$ cat config.mk
export PLATFORM = sky130hd
export DESIGN_NAME = oair_ctrl
export DESIGN_NICKNAME = d
export VERILOG_FILES = /design/src/rtl/oair_pkg.sv /design/src/rtl/oair_ctrl.sv
export SDC_FILE = /design/constraint.sdc
export NUM_CORES = 1
export LEC_CHECK = 0
export BUFFER_PORTS_ARGS = -buffer_cell sky130_fd_sc_hd__buf_2
export CAP_MARGIN = 15
export CORE_AREA = 2 2 39 41
export DETAILED_ROUTE_END_ITERATION = 12
export DIE_AREA = 0 0 41 43
export GPL_ROUTABILITY_DRIVEN = 0
export PLACE_DENSITY_LB_ADDON = 0.25
export SLEW_MARGIN = 15
export SYNTH_ARGS = -nofsm -noshare
export SYNTH_HDL_FRONTEND = slang
export SYNTH_SLANG_ARGS = --single-unit
export TNS_END_PERCENT = 5
$ cat constraint.sdc
create_clock -name i_clk -period 3.3 [get_ports i_clk]
set_clock_uncertainty 0.05 [all_clocks]
set_input_delay 0.66 -clock i_clk [delete_from_list [all_inputs] [get_ports i_clk]]
set_output_delay 0.66 -clock i_clk [all_outputs]
set_load 0.05 [all_outputs]
$ cat src/rtl/oair_pkg.sv
// ============================================================================
// oair_pkg - shared types and codes of the ordered array unit
// command codes, status codes, controller states and control/status bundles
// ============================================================================
package oair_pkg;

    // stream word widths, whole bytes
    localparam int IN_TDATA_W  = 48;
    localparam int OUT_TDATA_W = 48;

    // fixed field widths
    localparam int CMD_W   = 3;
    localparam int POS_W   = 9;
    localparam int VAL_W   = 32;
    localparam int STAT_W  = 2;
    localparam int LCNT_W  = 9;

    // command codes
    localparam logic [CMD_W-1:0] CMD_GET    = 3'd0;
    localparam logic [CMD_W-1:0] CMD_SET    = 3'd1;
    localparam logic [CMD_W-1:0] CMD_PUSH   = 3'd2;
    localparam logic [CMD_W-1:0] CMD_POP    = 3'd3;
    localparam logic [CMD_W-1:0] CMD_INSERT = 3'd4;
    localparam logic [CMD_W-1:0] CMD_REMOVE = 3'd5;

    // status codes
    localparam logic [STAT_W-1:0] ST_OK    = 2'd0;
    localparam logic [STAT_W-1:0] ST_RANGE = 2'd1;
    localparam logic [STAT_W-1:0] ST_FULL  = 2'd2;
    localparam logic [STAT_W-1:0] ST_EMPTY = 2'd3;

    // what an accepted command turns into
    typedef enum logic [2:0] {
        K_NONE,
        K_GET,
        K_SET,
        K_PUSH,
        K_POP,
        K_INSERT,
        K_INS_END,
        K_REMOVE
    } t_kind;

    // datapath memory operation for one cycle
    typedef enum logic [3:0] {
        M_NONE,
        M_GET_RD,
        M_SET,
        M_PUSH,
        M_POP,
        M_UP_RD,
        M_UP_WR,
        M_DN_RD,
        M_DN_WR,
        M_INS,
        M_REM
    } t_mem_op;

    typedef enum logic [3:0] {
        S_IDLE,
        S_READ,
        S_UP_RD,
        S_UP_WR,
        S_DN_RD,
        S_DN_WR,
        S_INS_FIN,
        S_REM_FIN,
        S_RESP
    } t_state;

    typedef struct packed {
        logic    accept;
        t_mem_op mem_op;
        logic    capture;
        logic    out_load;
    } t_ctrl;

    typedef struct packed {
        t_kind kind;
        logic  rem_end;
        logic  up_last;
        logic  dn_last;
        logic  out_free;
    } t_stat;

endpackage

$ cat src/rtl/oair_ctrl.sv
// ============================================================================
// oair_ctrl - command sequencer of the ordered array unit
// steps gets, shifts and result hand-off through the datapath
// ============================================================================
module oair_ctrl (
    input  logic            i_clk,
    input  logic            i_rst_n,
    input  logic            i_valid,
    output logic            o_ready,
    input  oair_pkg::t_stat i_stat,
    output oair_pkg::t_ctrl o_ctrl
);

    oair_pkg::t_state r_state;
    oair_pkg::t_state n_state;

    always_ff @(posedge i_clk) begin
        if (!i_rst_n) begin
            r_state <= oair_pkg::S_IDLE;
        end else begin
            r_state <= n_state;
        end
    end

    // next state
    always_comb begin
        n_state = r_state;
        case (r_state)
            oair_pkg::S_IDLE: begin
                if (i_valid) begin
                    case (i_stat.kind)
                        oair_pkg::K_GET:     n_state = oair_pkg::S_READ;
                        oair_pkg::K_INSERT:  n_state = oair_pkg::S_UP_RD;
                        oair_pkg::K_INS_END: n_state = oair_pkg::S_INS_FIN;
                        oair_pkg::K_REMOVE: begin
                            n_state = i_stat.rem_end ? oair_pkg::S_REM_FIN
                                                     : oair_pkg::S_DN_RD;
                        end
                        default:             n_state = oair_pkg::S_RESP;
                    endcase
                end
            end
            oair_pkg::S_READ:    n_state = oair_pkg::S_RESP;
            oair_pkg::S_UP_RD:   n_state = oair_pkg::S_UP_WR;
            oair_pkg::S_UP_WR: begin
                n_state = i_stat.up_last ? oair_pkg::S_INS_FIN : oair_pkg::S_UP_RD;
            end
            oair_pkg::S_DN_RD:   n_state = oair_pkg::S_DN_WR;
            oair_pkg::S_DN_WR: begin
                n_state = i_stat.dn_last ? oair_pkg::S_REM_FIN : oair_pkg::S_DN_RD;
            end
            oair_pkg::S_INS_FIN: n_state = oair_pkg::S_RESP;
            oair_pkg::S_REM_FIN: n_state = oair_pkg::S_RESP;
            oair_pkg::S_RESP: begin
                if (i_stat.out_free) begin
                    n_state = oair_pkg::S_IDLE;
                end
            end
            default:             n_state = oair_pkg::S_IDLE;
        endcase
    end

    // outputs
    always_comb begin
        o_ready         = 1'b0;
        o_ctrl.accept   = 1'b0;
        o_ctrl.mem_op   = oair_pkg::M_NONE;
        o_ctrl.capture  = 1'b0;
        o_ctrl.out_load = 1'b0;
        case (r_state)
            oair_pkg::S_IDLE: begin
                o_ready = 1'b1;
                if (i_valid) begin
                    o_ctrl.accept = 1'b1;
                    case (i_stat.kind)
                        oair_pkg::K_GET:  o_ctrl.mem_op = oair_pkg::M_GET_RD;
                        oair_pkg::K_SET:  o_ctrl.mem_op = oair_pkg::M_SET;
                        oair_pkg::K_PUSH: o_ctrl.mem_op = oair_pkg::M_PUSH;
                        oair_pkg::K_POP:  o_ctrl.mem_op = oair_pkg::M_POP;
                        default:          o_ctrl.mem_op = oair_pkg::M_NONE;
                    endcase
                end
            end
            oair_pkg::S_READ:    o_ctrl.capture  = 1'b1;
            oair_pkg::S_UP_RD:   o_ctrl.mem_op   = oair_pkg::M_UP_RD;
            oair_pkg::S_UP_WR:   o_ctrl.mem_op   = oair_pkg::M_UP_WR;
            oair_pkg::S_DN_RD:   o_ctrl.mem_op   = oair_pkg::M_DN_RD;
            oair_pkg::S_DN_WR:   o_ctrl.mem_op   = oair_pkg::M_DN_WR;
            oair_pkg::S_INS_FIN: o_ctrl.mem_op   = oair_pkg::M_INS;
            oair_pkg::S_REM_FIN: o_ctrl.mem_op   = oair_pkg::M_REM;
            oair_pkg::S_RESP:    o_ctrl.out_load = i_stat.out_free;
            default: begin
                o_ready = 1'b0;
            end
        endcase
    end

endmodule

# Yosys cells after proc, flatten, opt, wreduce, memory -nomap -nowiden
# Cells that the tools add are included.
dict set report classes {
  mux 14
  n_eq_ne 17
  n_reduce_logical 3
}
# operator count
set op_table {}
lappend op_table {{4-bit one-hot mux with 7 select lines} 2}
lappend op_table {{4-bit by 3-bit equality test with 1-bit output (second input constant)} 4}
lappend op_table {{4-bit one-hot mux with 4 select lines} 1}
lappend op_table {{3-bit equality test (second input constant)} 4}
lappend op_table {{3-bit one-hot mux with 4 select lines} 1}
lappend op_table {{4-bit by 2-bit equality test with 1-bit output (second input constant)} 2}
lappend op_table {{4-bit two-way mux} 2}
lappend op_table {{3-bit by 2-bit equality test with 1-bit output (second input constant)} 2}
lappend op_table {{5-bit two-way mux} 1}
lappend op_table {{4-bit by 1-bit equality test with 1-bit output (second input constant)} 1}
lappend op_table {{4-bit equality test (second input constant)} 1}
lappend op_table {{4-bit zero test} 1}
lappend op_table {{1-bit two-way mux} 4}
lappend op_table {{2-bit two-way mux} 2}
lappend op_table {{2-bit inequality test (second input constant)} 2}
lappend op_table {{3-bit by 1-bit equality test with 1-bit output (second input constant)} 1}
lappend op_table {{3-bit two-way mux} 1}
lappend op_table {{3-bit OR reduction} 1}
lappend op_table {{2-bit AND reduction} 1}
dict set report totals {
  in_bits 10
  out_inout_bits 8
  ff_bits 4
}

# Longest topological paths before layout
dict set report logic_depth {
  word_depth 4
  mapped_depth 4
}

# Worst setup path before layout
# Ideal clock, no wire load.
dict set report synth_path {
  kind {register to output}
  start {reg r_state[2]}
  end {out o_ctrl[3] (netlist name)}
  setup_slack_ps 12
  arrival_ps 2578
  stages_incl_launch_ff 4
  t_required_ps 2590
  cell_sequence {dfxtp_1 > nor4_4 > nand4b_1 > a221oi_1}
}
# item line_no
set synth_rtl {}
lappend synth_rtl {{start: declaration} oair_ctrl.sv:14} ;# oair_pkg::t_state r_state;
lappend synth_rtl {{start signal: assignment} oair_ctrl.sv:19} ;# r_state <= oair_pkg::S_IDLE;
lappend synth_rtl {{start signal: assignment} oair_ctrl.sv:21} ;# r_state <= n_state;
lappend synth_rtl {{end: declaration} oair_ctrl.sv:11} ;# output oair_pkg::t_ctrl o_ctrl

==> flow_metrics.py <==
metrics = {
    "logic_synthesis": {
        "ys.flop_type": "dfxtp_1",
        "synth_top_area_cell": "dfxtp_1",
        "netlist_top_cells_area": "dfxtp_1, a2111oi_2, nand4b_1, nor4_4, nor2_1",
        "synth.avg_cell_area_sq_um": 8.28,
        "ys_ff_latch": 4,
        "mappedNetlistArea_sq_um": 430,
        "ys_async_sr_fraction_pct": 0,
        "yosysSeqAreaShare_pct": 18.6,
        "synth_enable_flop_cells": 0,
        "ys_warn_count": 0,
        "synthDistinctLibCells": 35,
        "postSynthCellCount": 52,
        "synthDominantCellAreaShare_pct": 18.6,
        "synth_nets": 62,
    },
    "detailed_routing": {
        "final_routed_drc_violation_total": 0,
        "antenna_violating_nets_post_route": 0,
        "initialDrtViolationCount": 3,
        "detail_route.wl_per_cell_um": 12.0,
        "vias_per_cell": 5.27,
        "vias": 437,
        "detail_route.wirelength_um": 994,
        "first_pass_iters": 2,
    },
    "clock_tree": {
        "ctsHtreeMaxLevel": 1,
        "tritoncts": "done",
        "clk_transition_reported_paths_ns": 0.03,
        "ctsHoldBuffers": 0,
        "cts_buffers": 3,
        "clkSinkCount": 4,
        "cts_setup_buffers": 0,
        "ctsRootBufferMaster": "clkbuf_4",
        "cts.path.max_buffers": 2,
        "worstSkewPairLatency_ns": 0.23,
        "cts_resized": 0,
    },
    "status": {
        "status": "finished, final reports clean",
    },
    "power": {
        "maximum_resistive_drop_on_vdd_v": 0.000155,
        "share_seq_of_total_power_pct": 26.8,
        "power_leakage_nw": 0.225,
        "p_sw_share_pct": 48.5,
        "clock_power_share_pct": 21.8,
        "cellInternalPower_mw": 0.140,
        "comb_power_share_pct": 51.4,
        "power.switching_mw": 0.132,
        "power_density_mw_per_mm2": 506,
        "fin_total_pwr_mw": 0.271,
    },
    "sta": {
        "hold_violations": 0,
        "setup_viol": 0,
        "slew_viol_final": 0,
        "layout_worst_path_cycle_share_pct": 78.1,
        "max_freq_mhz": 388,
        "hold_ws_ns": 0.599,
        "tightest_slew_ns": 0.477,
        "grt_setup_unrepaired": "no",
        "final_period_minus_worst_setup_slack_ns": 2.58,
        "fin_tns_setup_ns": 0,
        "slew_headroom_pct": 68.1,
    },
    "floorplanning": {
        "number_of_cell_rows": 14,
        "fp.dieW_um": 41,
        "initial_core_util_pct": 31.1,
        "design.die.area_sq_mm": 0.00176,
        "design.core.area_sq_mm": 0.00138,
        "dieHeight_um": 43,
        "floorplan.io_pins": 18,
    },
    "worst_setup_path": {
        "slowest_stage": "nor4_4",
        "crit_path_start_kind": "flop",
        "path_max_fanout": 13,
        "cp_data_arrival_time_ns": 1.87,
        "critical_path.top_delay_family": "simple AND/OR/NAND/NOR gates",
        "crit_path_cell_trace": "nor4_4 > nand4b_1 > a221oi_1 > buf_2",
        "setup.worst_path.class": "reg2out",
        "cp_num_buf_inv": 1,
        "timing.critical_path.to_type": "primary output",
        "worst_ep_required_time_ns": 2.59,
        "ff2ff_setup_slack_ns": 1.74,
        "timing.critical_path.slowest_cell_delay_ns": 0.49,
    },
    "final_layout": {
        "final_core_util_pct": 38.8,
        "register_name_with_the_most_flops": "r_state",
        "share_of_cells_above_drive_strength_1_pct": 37.3,
        "antenna-diode-count": 0,
        "largest_reg_flops": 4,
        "multi_input_area_sq_um": 322,
        "layout_commonest_cell": "buf_2",
        "final_cell_mix": "buf_2, nor2_1, dfxtp_1",
        "area_growth_synth_to_finish_pct": 24.7,
        "regArea_sq_um": 80.1,
        "final_nets": 79,
        "num-fill-cells": 145,
        "top_regs": "r_state (4)",
    },
    "worst_hold_path": {
        "worst_hold_path_type": "in2reg",
    },
    "grt": {
        "first_pass_grt_wire_length_mm": 1.59,
        "grt_start_max_net_pins": 14,
        "grt-ovfl-total": 0,
        "antenna_found_initial": 0,
        "grt_pass1_vias": 391,
        "groute.usage.overall_pct": 12.8,
    },
    "flow_run": {
        "maxCapViolations": 0,
    },
    "placed_design": {
        "io_buffers": 17,
        "hpwlAfterDp_um": 745,
    },
}
==> power by group through the flow <==
stage / Clock, mW / Combinational [mW] / Sequential (mW)
floorplan: 0 / 0.123 / 0.0606
global placement: 0 / 0.141 / 0.0732
detailed placement: 0 / 0.140 / 0.0736
CTS: 0.0621 / 0.140 / 0.0726
global route: 0.0675 / 0.149 / 0.0747
finish: 0.0592 / 0.139 / 0.0728
==> cell families (layout without fill, tap and decap cells) <==
group / Yosys count / in the layout / share of synthesized area (%)
flops: 4 / 4 / 18.6
mux: 1 / 1 / 2.33
simple gates: 26 / 26 / 44.2
compound gates: 14 / 14 / 28.2
buf+inv: 7 / 22 / 6.69
==> metal layers <==
metal	up-vias	wire [um]	GRT usage, %
met5	-	0	0
met4	0	0	6.00
met3	0	43	3.14
met2	11	448	18.4
met1	192	502	17.3
li1	234	-	-
==> final cells by class <==
cell class	instances	share of cell area, %
clock buffer	3	4.20
inverter	2	1.40
multi-input combinational	41	59.9
sequential	4	14.9
tap	16	3.73
timing repair buffer	17	15.9
==> Yosys cell counts, types with 2 or more instances <==
cell type / number
a2111oi_2: 2
a21oi_1: 2
and3_1: 2
buf_2: 2
clkbuf_1: 3
dfxtp_1: 4
inv_1: 2
nand2b_1: 2
nand4b_1: 3
nor2_1: 4
nor3b_1: 2
==> worst paths after layout <==
| check | start | end | depth (start not counted) |
|---|---|---|---|
| worst max-delay path | r_state[2]$_SDFFE_PN0P_ | o_ctrl[3] | 4 |
| worst min-delay path | i_stat[0] | r_state[3]$_SDFFE_PN0P_ | 2 |
| worst max register to register | r_state[2]$_SDFFE_PN0P_ | r_state[2]$_SDFFE_PN0P_ | 3 |
| worst min register to register | r_state[3]$_SDFFE_PN0P_ | r_state[3]$_SDFFE_PN0P_ | 2 |
==> through the flow <==
stage / setup slack (ns) / cell area (sq um) / instances
6_report: 0.723 / 537 / 83
5_1_grt: 0.588 / 537 / 83
4_1_cts: 0.711 / 537 / 83
3_5_place_dp: 0.914 / 514 / 80
3_3_place_gp: 0.910 / 514 / 80
2_1_floorplan: 0.0120 / 430 / 52
No activity file was read; power rests on OpenSTA's default activity.
